[src/rtl/dma4_pkg.sv]
// Shared types and constants for the four-channel DMA controller
`default_nettype none
package dma4_pkg;
    localparam logic [2:0] MODE_REG   = 3'd0;
    localparam logic [2:0] MODE_TICK  = 3'd1;
    localparam logic [2:0] MODE_VBL   = 3'd2;
    localparam logic [2:0] MODE_HBL   = 3'd3;
    localparam logic [2:0] MODE_SND   = 3'd4;
    localparam logic [2:0] MODE_RDRET = 3'd5;

    localparam logic [1:0] SEL_SRC  = 2'd0;
    localparam logic [1:0] SEL_DST  = 2'd1;
    localparam logic [1:0] SEL_CTRL = 2'd2;

    localparam logic [1:0] KIND_NONE  = 2'd0;
    localparam logic [1:0] KIND_READ  = 2'd1;
    localparam logic [1:0] KIND_WRITE = 2'd2;

    localparam int EN_B = 31;
    localparam int IRQ_B = 30;
    localparam int WIDE_B = 26;
    localparam int RPT_B = 25;

    typedef struct packed {
        logic [2:0]  mode;
        logic [1:0]  channel;
        logic [1:0]  reg_select;
        logic [31:0] write_value;
        logic [31:0] read_data;
    } in_item_t;

    typedef struct packed {
        logic [1:0]  kind;
        logic [1:0]  op_channel;
        logic [31:0] bus_address;
        logic [31:0] bus_data;
        logic        wide;
        logic        irq;
        logic        last;
    } out_item_t;
endpackage
`default_nettype wire

[src/rtl/dma4_front.sv]
// Front end: accepts input transactions into a command queue
`default_nettype none
module dma4_front #(
    parameter int QDEPTH = 2
) (
    input  wire logic               clk,
    input  wire logic               rst_n,
    input  wire logic               push,
    output logic                    full,
    input  wire dma4_pkg::in_item_t in_item,
    output logic                    cmd_valid,
    input  wire logic               cmd_take,
    output dma4_pkg::in_item_t      cmd_item
);
    localparam int AW = (QDEPTH > 1) ? $clog2(QDEPTH) : 1;

    dma4_pkg::in_item_t q_mem [QDEPTH];
    logic [AW-1:0] wp_reg, rp_reg;
    logic [AW:0]   cnt_reg;
    logic          do_push, do_pop;

    assign full      = (cnt_reg == (AW+1)'(QDEPTH));
    assign cmd_valid = (cnt_reg != '0);
    assign do_push   = push && !full;
    assign do_pop    = cmd_take && cmd_valid;
    assign cmd_item  = q_mem[rp_reg];

    // Storage for queued transactions
    always_ff @(posedge clk)
    begin
        if (do_push)
        begin
            q_mem[wp_reg] <= in_item;
        end
    end

    // Pointers and fill count
    always_ff @(posedge clk or negedge rst_n)
    begin
        if (!rst_n)
        begin
            wp_reg  <= '0;
            rp_reg  <= '0;
            cnt_reg <= '0;
        end
        else
        begin
            if (do_push)
            begin
                wp_reg <= (wp_reg == AW'(QDEPTH-1)) ? '0 : wp_reg + 1'b1;
            end
            if (do_pop)
            begin
                rp_reg <= (rp_reg == AW'(QDEPTH-1)) ? '0 : rp_reg + 1'b1;
            end
            cnt_reg <= cnt_reg + (AW+1)'(do_push) - (AW+1)'(do_pop);
        end
    end
endmodule
`default_nettype wire

[src/rtl/dma4_back.sv]
// Back end: channel state and a single sequencer that visits each channel and emits bus operations
`default_nettype none
module dma4_back #(
    parameter int NUM_CHANNELS = 4
) (
    input  wire logic               clk,
    input  wire logic               rst_n,
    input  wire logic               cmd_valid,
    output logic                    cmd_take,
    input  wire dma4_pkg::in_item_t cmd_item,
    output logic                    empty,
    input  wire logic               pop,
    output dma4_pkg::out_item_t     res
);
    localparam int CW = $clog2(NUM_CHANNELS);

    localparam logic [1:0] ST_IDLE = 2'd0;
    localparam logic [1:0] ST_TICK = 2'd1;

    logic [27:0] src_base_reg [NUM_CHANNELS];
    logic [27:0] dst_base_reg [NUM_CHANNELS];
    logic [31:0] ctrl_reg     [NUM_CHANNELS];
    logic [31:0] cur_src_reg  [NUM_CHANNELS];
    logic [31:0] cur_dst_reg  [NUM_CHANNELS];
    logic [31:0] held_reg     [NUM_CHANNELS];
    logic [15:0] count_reg    [NUM_CHANNELS];
    logic [NUM_CHANNELS-1:0] run_reg, rdone_reg, await_reg;

    logic [1:0]    state_reg;
    logic [CW-1:0] idx_reg;
    logic          any_reg;
    logic          ovalid_reg;
    dma4_pkg::out_item_t out_reg;

    // Output slot is free when empty or being drained
    logic slot_free;
    assign slot_free = !ovalid_reg || pop;
    assign empty = !ovalid_reg;
    assign res   = out_reg;

    // Every transaction, tick included, leaves the queue when the sequencer starts on it
    assign cmd_take = (state_reg == ST_IDLE) && cmd_valid && slot_free;

    // Per-channel view at current tick index
    logic [31:0] c;
    logic        wide_b, act, is_last_ch, fin;
    logic [31:0] sz;
    logic [15:0] cnt_after;
    assign c          = ctrl_reg[idx_reg];
    assign wide_b     = c[dma4_pkg::WIDE_B];
    assign sz         = wide_b ? 32'd4 : 32'd2;
    assign act        = run_reg[idx_reg] && !await_reg[idx_reg];
    assign is_last_ch = (idx_reg == CW'(NUM_CHANNELS-1));
    assign cnt_after  = rdone_reg[idx_reg] ? count_reg[idx_reg] - 16'd1 : count_reg[idx_reg];
    assign fin        = (cnt_after == 16'd0);

    // Is there an active channel above the current index
    logic later_act;
    always_comb
    begin
        later_act = 1'b0;
        for (int k = 0; k < NUM_CHANNELS; k++)
        begin
            if (k > int'(idx_reg) && run_reg[k] && !await_reg[k])
            begin
                later_act = 1'b1;
            end
        end
    end

    function automatic logic [31:0] step_addr(input logic [31:0] a, input logic [1:0] m,
                                              input logic [31:0] s, input logic up3);
        logic [31:0] r;
        r = a;
        if (m == 2'd0 || (m == 2'd3 && up3))
        begin
            r = a + s;
        end
        else if (m == 2'd1)
        begin
            r = a - s;
        end
        return r;
    endfunction

    always_ff @(posedge clk or negedge rst_n)
    begin
        if (!rst_n)
        begin
            state_reg  <= ST_IDLE;
            idx_reg    <= '0;
            any_reg    <= 1'b0;
            ovalid_reg <= 1'b0;
            out_reg    <= '0;
            run_reg    <= '0;
            rdone_reg  <= '0;
            await_reg  <= '0;
            for (int i = 0; i < NUM_CHANNELS; i++)
            begin
                src_base_reg[i] <= '0;
                dst_base_reg[i] <= '0;
                ctrl_reg[i]     <= '0;
                cur_src_reg[i]  <= '0;
                cur_dst_reg[i]  <= '0;
                held_reg[i]     <= '0;
                count_reg[i]    <= '0;
            end
        end
        else
        begin
            if (pop && ovalid_reg)
            begin
                ovalid_reg <= 1'b0;
            end
            unique case (state_reg)
                ST_IDLE:
                begin
                    if (cmd_valid && slot_free)
                    begin
                        if (cmd_item.mode == dma4_pkg::MODE_TICK)
                        begin
                            state_reg <= ST_TICK;
                            idx_reg   <= '0;
                            any_reg   <= 1'b0;
                        end
                        else
                        begin
                            // Non-tick transactions give one empty result
                            ovalid_reg <= 1'b1;
                            out_reg    <= '0;
                            out_reg.last <= 1'b1;
                            if (cmd_item.mode == dma4_pkg::MODE_REG)
                            begin
                                if (cmd_item.reg_select == dma4_pkg::SEL_SRC)
                                begin
                                    src_base_reg[cmd_item.channel] <= (cmd_item.channel == 2'd3)
                                        ? cmd_item.write_value[27:0]
                                        : {1'b0, cmd_item.write_value[26:0]};
                                end
                                else if (cmd_item.reg_select == dma4_pkg::SEL_DST)
                                begin
                                    dst_base_reg[cmd_item.channel] <= (cmd_item.channel == 2'd3)
                                        ? cmd_item.write_value[27:0]
                                        : {1'b0, cmd_item.write_value[26:0]};
                                end
                                else if (cmd_item.reg_select == dma4_pkg::SEL_CTRL)
                                begin
                                    run_reg[cmd_item.channel] <=
                                        cmd_item.write_value[dma4_pkg::EN_B] &&
                                        !ctrl_reg[cmd_item.channel][dma4_pkg::EN_B];
                                    cur_src_reg[cmd_item.channel] <=
                                        {4'd0, src_base_reg[cmd_item.channel]};
                                    cur_dst_reg[cmd_item.channel] <=
                                        {4'd0, dst_base_reg[cmd_item.channel]};
                                    rdone_reg[cmd_item.channel] <= 1'b0;
                                    await_reg[cmd_item.channel] <= 1'b0;
                                    if (cmd_item.write_value[dma4_pkg::EN_B] &&
                                        !ctrl_reg[cmd_item.channel][dma4_pkg::EN_B])
                                    begin
                                        count_reg[cmd_item.channel] <= (cmd_item.channel == 2'd3)
                                            ? cmd_item.write_value[15:0]
                                            : {2'b00, cmd_item.write_value[13:0]};
                                    end
                                    else
                                    begin
                                        count_reg[cmd_item.channel] <= '0;
                                    end
                                    ctrl_reg[cmd_item.channel] <= cmd_item.write_value;
                                end
                            end
                            else if (cmd_item.mode == dma4_pkg::MODE_VBL ||
                                     cmd_item.mode == dma4_pkg::MODE_HBL ||
                                     cmd_item.mode == dma4_pkg::MODE_SND)
                            begin
                                for (int i = 0; i < NUM_CHANNELS; i++)
                                begin
                                    if (ctrl_reg[i][dma4_pkg::EN_B] && !run_reg[i] &&
                                        ((cmd_item.mode == dma4_pkg::MODE_VBL &&
                                          ctrl_reg[i][13:12] == 2'd1) ||
                                         (cmd_item.mode == dma4_pkg::MODE_HBL &&
                                          ctrl_reg[i][13:12] == 2'd2) ||
                                         (cmd_item.mode == dma4_pkg::MODE_SND &&
                                          ctrl_reg[i][13:12] == 2'd3 && (i == 1 || i == 2))))
                                    begin
                                        if (i == 3 || cmd_item.mode == dma4_pkg::MODE_SND)
                                        begin
                                            count_reg[i] <= ctrl_reg[i][15:0];
                                        end
                                        else
                                        begin
                                            count_reg[i] <= {1'b0, ctrl_reg[i][14:0]};
                                        end
                                        cur_src_reg[i] <= {4'd0, src_base_reg[i]};
                                        cur_dst_reg[i] <= {4'd0, dst_base_reg[i]};
                                        run_reg[i]     <= 1'b1;
                                        rdone_reg[i]   <= 1'b0;
                                        await_reg[i]   <= 1'b0;
                                    end
                                end
                            end
                            else if (cmd_item.mode == dma4_pkg::MODE_RDRET)
                            begin
                                if (await_reg[cmd_item.channel])
                                begin
                                    held_reg[cmd_item.channel]  <= cmd_item.read_data;
                                    rdone_reg[cmd_item.channel] <= 1'b1;
                                    await_reg[cmd_item.channel] <= 1'b0;
                                end
                            end
                        end
                    end
                end
                ST_TICK:
                begin
                    if (!act)
                    begin
                        // Skip idle channel; close out with an empty result if none issued
                        if (is_last_ch)
                        begin
                            if (!any_reg && slot_free)
                            begin
                                ovalid_reg   <= 1'b1;
                                out_reg      <= '0;
                                out_reg.last <= 1'b1;
                                state_reg    <= ST_IDLE;
                            end
                            else if (any_reg)
                            begin
                                state_reg <= ST_IDLE;
                            end
                        end
                        else
                        begin
                            idx_reg <= idx_reg + 1'b1;
                        end
                    end
                    else if (slot_free)
                    begin
                        ovalid_reg            <= 1'b1;
                        any_reg               <= 1'b1;
                        out_reg.op_channel    <= 2'(idx_reg);
                        out_reg.wide          <= wide_b;
                        out_reg.irq           <= fin && c[dma4_pkg::IRQ_B];
                        out_reg.last          <= !later_act;
                        if (rdone_reg[idx_reg])
                        begin
                            out_reg.kind        <= dma4_pkg::KIND_WRITE;
                            out_reg.bus_address <= cur_dst_reg[idx_reg];
                            out_reg.bus_data    <= wide_b ? held_reg[idx_reg]
                                                          : {16'd0, held_reg[idx_reg][15:0]};
                            cur_dst_reg[idx_reg] <= step_addr(cur_dst_reg[idx_reg], c[22:21],
                                                              sz, 1'b1);
                            rdone_reg[idx_reg]   <= 1'b0;
                            count_reg[idx_reg]   <= cnt_after;
                        end
                        else
                        begin
                            out_reg.kind        <= dma4_pkg::KIND_READ;
                            out_reg.bus_address <= cur_src_reg[idx_reg];
                            out_reg.bus_data    <= '0;
                            cur_src_reg[idx_reg] <= step_addr(cur_src_reg[idx_reg], c[24:23],
                                                              sz, 1'b0);
                            await_reg[idx_reg]   <= 1'b1;
                        end
                        if (fin)
                        begin
                            run_reg[idx_reg]   <= 1'b0;
                            await_reg[idx_reg] <= 1'b0;
                            if (!c[dma4_pkg::RPT_B])
                            begin
                                ctrl_reg[idx_reg][dma4_pkg::EN_B] <= 1'b0;
                            end
                            else
                            begin
                                count_reg[idx_reg] <= (idx_reg == CW'(3)) ? 16'hFFFF : 16'h7FFF;
                                cur_src_reg[idx_reg] <= {4'd0, src_base_reg[idx_reg]};
                                if (c[22:21] == 2'd3)
                                begin
                                    cur_dst_reg[idx_reg] <= {4'd0, dst_base_reg[idx_reg]};
                                end
                            end
                        end
                        if (is_last_ch || !later_act)
                        begin
                            state_reg <= ST_IDLE;
                        end
                        else
                        begin
                            idx_reg <= idx_reg + 1'b1;
                        end
                    end
                end
                default:
                begin
                    state_reg <= ST_IDLE;
                end
            endcase
        end
    end
endmodule
`default_nettype wire

[src/rtl/four_channel_dma_controller_unit.sv]
// Top level of the four-channel DMA controller
// A non-tick result is registered into the output slot at the accepting edge.
// A tick sends the sequencer through the channels in order, one channel per cycle while the
// output slot is free; it registers one result per active channel, or an empty result if none.
// A new transaction is taken only when the sequencer is idle and the output slot is free.
// Reset: rst_n clears all channel registers, the command queue and the output slot.
`default_nettype none
module four_channel_dma_controller_unit #(
    parameter int NUM_CHANNELS = 4
) (
    input  wire logic                clk,
    input  wire logic                rst_n,
    input  wire logic                push,
    output logic                     full,
    input  wire dma4_pkg::in_item_t  in_item,
    output logic                     empty,
    input  wire logic                pop,
    output dma4_pkg::out_item_t      out_item
);
    logic               cmd_valid, cmd_take;
    dma4_pkg::in_item_t cmd_item;

    dma4_front #(.QDEPTH(2)) u_front (
        .clk(clk), .rst_n(rst_n), .push(push), .full(full), .in_item(in_item),
        .cmd_valid(cmd_valid), .cmd_take(cmd_take), .cmd_item(cmd_item)
    );

    dma4_back #(.NUM_CHANNELS(NUM_CHANNELS)) u_back (
        .clk(clk), .rst_n(rst_n), .cmd_valid(cmd_valid), .cmd_take(cmd_take),
        .cmd_item(cmd_item), .empty(empty), .pop(pop), .res(out_item)
    );
endmodule
`default_nettype wire

[config.mk]
export PLATFORM = sky130hd
export DESIGN_NAME = four_channel_dma_controller_unit
export DESIGN_NICKNAME = d
export VERILOG_FILES = /design/src/rtl/dma4_pkg.sv /design/src/rtl/dma4_front.sv /design/src/rtl/dma4_back.sv /design/src/rtl/four_channel_dma_controller_unit.sv
export SDC_FILE = /design/constraint.sdc
export NUM_CORES = 2
export LEC_CHECK = 0
export CAP_MARGIN = 30
export CORE_MARGIN = 2
export CORE_UTILIZATION = 50
export CTS_BUF_LIST = sky130_fd_sc_hd__clkbuf_8
export DETAILED_ROUTE_END_ITERATION = 7
export DONT_BUFFER_PORTS = 1
export PLACE_DENSITY_LB_ADDON = 0.08
export RECOVER_POWER = 25
export SLEW_MARGIN = 20
export SYNTH_ARGS = -nofsm -noshare
export SYNTH_HDL_FRONTEND = slang
export SYNTH_SLANG_ARGS = --single-unit
[constraint.sdc]
create_clock -name clk -period 9.8 [get_ports clk]
set_clock_uncertainty 0.05 [all_clocks]
set_input_delay 0.49 -clock clk [delete_from_list [all_inputs] [get_ports clk]]
set_output_delay 0.49 -clock clk [all_outputs]
set_load 0.01 [all_outputs]
After elaboration in Yosys (flattened, before gate mapping)
Memories as Yosys holds them, arrays and structs flattened.
Index checks and enable logic that the tools add are counted.
{"block": "word_totals", "ff_bits": 893, "latchBits": 0, "ramBits": 142, "mem_bits_ro": 0, "input_bits": 75, "out_inout_bits": 73, "word_cells": 502, "mem_count": 1}
{"block": "classes", "n_addsub": 10, "mul": 0, "div_mod_pow": 0, "order_cmp": 11, "eq_ne": 57, "n_shift": 0, "n_mux": 256, "bitwise": 19, "reduce_logical": 94}
{"memory": "u_front.q_mem", "words": 2, "width": 71, "read_ports": 1, "rd_clocked_by_memory_dff": 0, "wr": 1, "line_no": "dma4_front.sv:17", "source": "dma4_pkg::in_item_t q_mem [QDEPTH];"}
{"cell": "128-bit two-way mux", "n": 41}
{"cell": "64-bit two-way mux", "n": 17}
{"cell": "128-bit bitwise mux", "n": 8}
{"cell": "32-bit two-way mux", "n": 32}
{"cell": "128-bit one-hot mux with 2 select lines", "n": 3}
{"cell": "71-bit two-way mux", "n": 6}
{"cell": "32-bit binary-select mux with 2-bit select", "n": 5}
{"cell": "28-bit two-way mux", "n": 10}
{"cell": "28-bit binary-select mux with 2-bit select", "n": 4}
{"cell": "112-bit bitwise mux", "n": 2}
{"cell": "16-bit two-way mux", "n": 14}
{"cell": "64-bit bitwise mux", "n": 3}
{"cell": "32-bit demux with 2-bit select", "n": 3}
{"cell": "4-bit two-way mux", "n": 38}
{"cell": "71-bit one-hot mux with 2 select lines", "n": 1}
{"cell": "128-bit AND", "n": 1}
{"cell": "128-bit NOT", "n": 1}
{"cell": "64-bit one-hot mux with 2 select lines", "n": 1}
{"cell": "11-bit AND reduction", "n": 9}
{"cell": "32-bit adder", "n": 2}
{"cell": "64-bit AND", "n": 1}
{"cell": "16-bit demux with 2-bit select", "n": 2}
{"cell": "64-bit NOT", "n": 1}
{"cell": "32-bit subtractor", "n": 2}
{"cell": "52 further kinds", "n": 240}

Depth between registers and ports, before layout
{"block": "logic_depth", "depth_word": 24, "depth_mapped": 24, "ltp_nobuf": 13}

By module
A second synthesis with hierarchy kept.
{"block": "unflattened", "cells_unflattened": 4717, "hier_area_um2": 53920.5}
{"mod": "dma4_back", "instances": 1, "cells_per_inst": 4478, "area_per_inst_um2": 48243.8, "seq_area_each_um2": 21420.5}
{"mod": "dma4_front", "instances": 1, "cells_per_inst": 239, "area_per_inst_um2": 5676.7, "seq_area_each_um2": 4364.2}

Least setup slack after synthesis
OpenSTA, ideal clock, no wires.
{"block": "synth_timing", "path_kind": "reg-to-reg", "startpoint": "register u_back.idx_reg[0]", "endpoint": "register u_back.cur_dst_reg[89] (netlist name)", "setup_ps": 122, "arrival_ps": 5949, "t_required_ps": 9628, "path_slack_ps": 3679, "stages_incl_launch_ff": 24, "n_path_buf": 11, "period_less_slack_ps": 6121, "cell_sequence": "dfrtp_1 > buf_6 > buf_6 > buf_6 > buf_4 > buf_6 > buf_4 > buf_4 > buf_2 > buf_2 > buf_1 > mux4_2 > inv_1 > ha_1 > clkbuf_1 > nand3b_1 > or4_1 > nor3_2 > a32oi_1 > a21oi_1 > xnor2_1 > nor2_1 > or3b_2 > a32o_1"}
{"block": "synth_via", "elab_chain_len": 24, "elab_cells_between_ends": 56, "cone_classes": "add/sub (3); order compare (2); eq/ne (3); mux (40); bitwise (1); reduce/logical (7)"}
{"item": "from (decl)", "line_no": "dma4_back.sv:30", "source": "logic [CW-1:0] idx_reg;"}
{"item": "from (signal assigned)", "line_no": "dma4_back.sv:234", "source": "idx_reg <= idx_reg + 1'b1;"}
{"item": "from (signal assigned)", "line_no": "dma4_back.sv:289", "source": "idx_reg <= idx_reg + 1'b1;"}
{"item": "2-bit NOT with 3-bit output (not written as such)"}
{"item": "32-bit binary-select mux with 2-bit select", "line_no": "dma4_back.sv:49", "source": "assign c = ctrl_reg[idx_reg];"}
{"item": "31-bit two-way mux (not written as such) (2 in a row)", "line_no": "dma4_back.sv:49"}
{"item": "3-bit two-way mux", "line_no": "dma4_back.sv:51", "source": "assign sz = wide_b ? 32'd4 : 32'd2;"}
{"item": "32-bit subtractor", "line_no": "dma4_back.sv:81", "source": "r = a - s;"}
{"item": "32-bit two-way mux", "line_no": "dma4_back.sv:79", "source": "else if (m == 2'd1)"}
{"item": "32-bit two-way mux", "line_no": "dma4_back.sv:75", "source": "if (m == 2'd0 || (m == 2'd3 && up3))"}
{"item": "32-bit two-way mux", "line_no": "dma4_back.sv:245", "source": "if (rdone_reg[idx_reg])"}
{"item": "[7 not listed]"}
{"item": "128-bit two-way mux", "line_no": "dma4_back.sv:115", "source": "unique case (state_reg)"}
{"item": "128-bit bitwise mux", "line_no": "dma4_back.sv:279", "source": "cur_dst_reg[idx_reg] <= {4'd0, dst_base_reg[idx_reg]};"}
{"item": "128-bit two-way mux", "line_no": "dma4_back.sv:277", "source": "if (c[22:21] == 2'd3)"}
{"item": "128-bit two-way mux", "line_no": "dma4_back.sv:269", "source": "if (!c[dma4_pkg::RPT_B])"}
{"item": "128-bit two-way mux", "line_no": "dma4_back.sv:265", "source": "if (fin)"}
{"item": "128-bit two-way mux", "line_no": "dma4_back.sv:237", "source": "else if (slot_free)"}
{"item": "128-bit two-way mux", "line_no": "dma4_back.sv:215", "source": "if (!act)"}
{"item": "128-bit one-hot mux with 2 select lines", "line_no": "dma4_back.sv:115"}
{"item": "to (signal, indexed assignment)", "line_no": "dma4_back.sv:153", "source": "cur_dst_reg[cmd_item.channel] <="}
{"item": "to (signal, indexed assignment)", "line_no": "dma4_back.sv:251", "source": "cur_dst_reg[idx_reg] <= step_addr(cur_dst_reg[idx_reg], c[22:21],"}
{"item": "to (signal, indexed assignment)", "line_no": "dma4_back.sv:279"}
{"item": "to (decl)", "line_no": "dma4_back.sv:24", "source": "logic [31:0] cur_dst_reg [NUM_CHANNELS];"}
Several ways; a longest one is shown, not always the timed one. The select of a mux whose other input is x is not followed.
A chain may end at the register's enable or synchronous reset.

Worst setup path in the final report
Same ends and word-level chain as after synthesis.

==> flow_metrics.tcl <==
set metrics [dict create \
    clock-root-buffer "sky130_fd_sc_hd__clkbuf_8" \
    ys_ff_latch 997 \
    io_buffers 0 \
    synth-seq-area-share 0.483 \
    final_hold_viol_count 0 \
    min_path_type "in2reg" \
    grt_pass1_vias 43837 \
    ys.flop_type "sky130_fd_sc_hd__dfrtp_1" \
    power.density_nw_per_um2 352 \
    latest_clock_arrival_within_the_worst_skew_pair_ns 0.91 \
    finalSetupTns_ns 0 \
    finalSetupViolations 0 \
    grt.overflow.total 0 \
    clock_tree.buffer_depth 3 \
    critPathArrivalTime_ns 6.97 \
    gp_routability_congestion 0.910 \
    required_ns 10.52 \
    grt.total_usage 0.351 \
    slew_viol_final 242 \
    ant_nets 0 \
    setup_slack_ns 3.56 \
    cts.sinks 997 \
    grt_antenna_before_repair 9 \
    synthDistinctLibCells 100 \
    register_containing_the_most_flip_flops_in_the_final_layout "u_front.q_mem" \
    die_area_um2 109000 \
    route.vias.total 45116 \
    critical_path_peak_fanout 30 \
    worst_hold_slack_ns 0.197 \
    static-leakage-power_nw 24.9 \
    cp.buffers_inverters 2 \
    drt_pre_antenna_iters 7 \
    unrepaired_setup_endpoints_after_global_routing "false" \
    num_rows 119 \
    stdcell_area_um2 59100 \
    postSynthNetCount 5532 \
    cts_resized 0 \
    element_type_at_the_critical_path_end "flip-flop" \
    largest_reg_flops 138 \
    maxClockFrequency_ghz 0.160 \
    timing.max_cap.violations 3 \
    layout_fillers 9248 \
    synthesis.area_um2 53100 \
    tritoncts "built" \
    family_of_cells_with_the_greatest_summed_delay_on_the_critical_path "simple AND/OR/NAND/NOR gates" \
    route.final.wire_length_um 192000 \
    final_min_period_over_clock_period 0.637 \
    design.final.nets 5468 \
    post_dp_cell_area_um2 54500 \
    grt_max_degree 860 \
    drt_drc_violations_left 0 \
    initial_utilization 0.505 \
    rrSetupSlack_ns 3.56 \
    cts-buffers-inserted 173 \
    ratio_of_cells_with_drive_above_1_in_the_final_layout 0.136 \
    postSynthCellCount 5436 \
    max_stage_delay_ns 0.67 \
    routedWlPerCell_um 27.7 \
    floorplan.die.width_um 330 \
    async_flop_share 0.862 \
    finish.utilization 0.561 \
    vdd_ir_drop_max_v 0.000243 \
    place_hpwl_um 112000 \
    worst_setup_hold_path_clk_slew_ns 0.06 \
    dieHeight_um 330 \
    criticalPathCategory "reg2reg" \
    syn-mean-instance-area_um2 9.77 \
    pre_cts_slack_ns 3.62 \
    result_of_the_run "finished with violations" \
    vias_per_cell 6.53 \
    critPathLaunchType "flip-flop" \
    ys_warn_count 0 \
    timing.critical_path.slowest_stage_cell "sky130_fd_sc_hd__dfrtp_4" \
    timing_worst_slew_pin_value_ns 4.21 \
    failing_checks "capacitance limit, slew limit" \
    detail_route.iter0.violations 5778 \
    fp.coreArea_um2 105000 \
    synth_enable_flop_cells 138 \
    crit_chain "buf_4 > buf_4 > mux4_2 > ha_1 > nand3b_1 > or4_1 > nor3_2 > a32oi_1 > a21oi_1 > xnor2_1 > nor2_1 > or3b_2 > a32o_1" \
    areaGrowthSynthToFinish_pct 11.2 \
    finalWorstPathRequiredPeriod_ns 6.24 \
    cts-htree-levels 4 \
    design.portCount 148 \
    timing.critical_path.mode_cell "sky130_fd_sc_hd__buf_4" \
    slew_headroom -1.81 \
    grt_first_pass_wirelength_um 284000 \
]
-- routing by layer --
| layer | global-route usage | vias to the layer above | wire [um] | share of wire |
|---|---|---|---|---|
| met4 | 0.150 | 8 | 7930 | 0.041 |
| li1 | - | 19748 | - | - |
| met1 | 0.485 | 22310 | 77300 | 0.40 |
| met3 | 0.0957 | 444 | 21900 | 0.11 |
| met5 | 0 | - | 47 | 0.00025 |
| met2 | 0.523 | 2606 | 84400 | 0.44 |
-- synth_stat cells (all sizes together), types with 73 or more instances --
library cell	instances	share of area
o21ai	227	0.021
mux2i	149	0.028
and3	195	0.023
mux2	73	0.016
a21oi	593	0.056
o311ai	123	0.022
nor2	796	0.056
mux4	175	0.074
clkbuf	347	0.025
nand3	175	0.017
o31ai	76	0.012
edfxtp	138	0.078
dfrtp	859	0.40
buf	99	0.011
nand2	641	0.045
-- placed cells by master (no fill, tap or decap), types with 15 or more instances in the layout --
master and instances:
sky130_fd_sc_hd__a221oi_1 22, sky130_fd_sc_hd__inv_1 111, sky130_fd_sc_hd__mux2i_1 132, sky130_fd_sc_hd__mux2_2 69, sky130_fd_sc_hd__o22ai_1 24, sky130_fd_sc_hd__o311ai_1 98, sky130_fd_sc_hd__nor4_1 19, sky130_fd_sc_hd__nor2_4 16
sky130_fd_sc_hd__nand2_1 635, sky130_fd_sc_hd__edfxtp_1 138, sky130_fd_sc_hd__nor2b_1 17, sky130_fd_sc_hd__nand4_1 22, sky130_fd_sc_hd__nor3_1 34, sky130_fd_sc_hd__a32o_1 28, sky130_fd_sc_hd__and3_1 195, sky130_fd_sc_hd__and2_1 33
sky130_fd_sc_hd__nor2_1 774, sky130_fd_sc_hd__nand2b_1 19, sky130_fd_sc_hd__a21oi_1 589, sky130_fd_sc_hd__dlygate4sd3_1 73, sky130_fd_sc_hd__nand3_1 170, sky130_fd_sc_hd__a31oi_1 65, sky130_fd_sc_hd__o31ai_1 66, sky130_fd_sc_hd__xnor2_1 43
sky130_fd_sc_hd__mux4_2 172, sky130_fd_sc_hd__a22oi_1 46, sky130_fd_sc_hd__o311ai_0 15, sky130_fd_sc_hd__o211ai_1 16, sky130_fd_sc_hd__xor2_1 31, sky130_fd_sc_hd__o21ai_0 212, sky130_fd_sc_hd__ha_1 17, sky130_fd_sc_hd__clkbuf_8 210
sky130_fd_sc_hd__a22o_1 57, sky130_fd_sc_hd__dfrtp_1 855, sky130_fd_sc_hd__buf_4 108, sky130_fd_sc_hd__a211oi_1 46
-- logic make-up after synthesis --
kind of cell | Yosys count | synth area share
AOI/OAI and AO/OA | 1424 | 0.172
xor gates and xnor gates | 74 | 0.0122
adders and majority gates | 21 | 0.00551
buffers and inverters | 482 | 0.0378
DFF | 997 | 0.483
muxes | 397 | 0.118
and+or+nand+nor | 2041 | 0.172
-- worst paths after layout --
path,from,cells past startpoint,end
setup reg to reg,u_back.idx_reg[0],13,u_back.cur_dst_reg[89]
hold reg to reg,u_back.held_reg[5],2,u_back.held_reg[5]
setup / recovery,u_back.idx_reg[0],13,u_back.cur_dst_reg[89]
max in group asynchronous,rst_n,5,u_back.res[25]
hold / removal,in_item[14],1,u_front.q_mem[1][14]
min in group asynchronous,rst_n,2,u_back.dst_base_reg[94]
-- where the power goes --
part / internal, mW / leakage, nW / switching [mW]
combinational: 3.41 / 10.0 / 6.83
sequential: 5.64 / 12.8 / 1.08
clock: 1.99 / 2.07 / 1.86
total: 11.0 / 24.9 / 9.77
-- cell type report --
| type | count | area (um^2) | share of cell area |
|---|---|---|---|
| Timing Repair Buffer | 207 | 2030 | 0.0344 |
| Tap cell | 1391 | 1740 | 0.0295 |
| Clock buffer | 210 | 2890 | 0.0489 |
| Clock inverter | 109 | 588 | 0.00996 |
| Inverter | 36 | 135 | 0.00229 |
| Multi-Input combinational cell | 3957 | 26000 | 0.440 |
| Sequential cell | 997 | 25700 | 0.434 |
| Antenna cell | 3 | 7.51 | 0.000127 |
-- through the flow --
stage	instances	power, mW
after floorplan	5436	12.9
after global placement	6489	16.2
after detailed placement	6500	16.5
after CTS	6890	20.4
after global routing	6910	21.9
final	6910	20.8
-- timing repair --
item | in CTS | in global routing
hold buffers | 71 | 2
hold endpoints to repair | 1013 | 159
setup buffers | 0 | 0
setup endpoints to repair | 0 | 0
No activity file was read; power rests on OpenSTA's default activity.
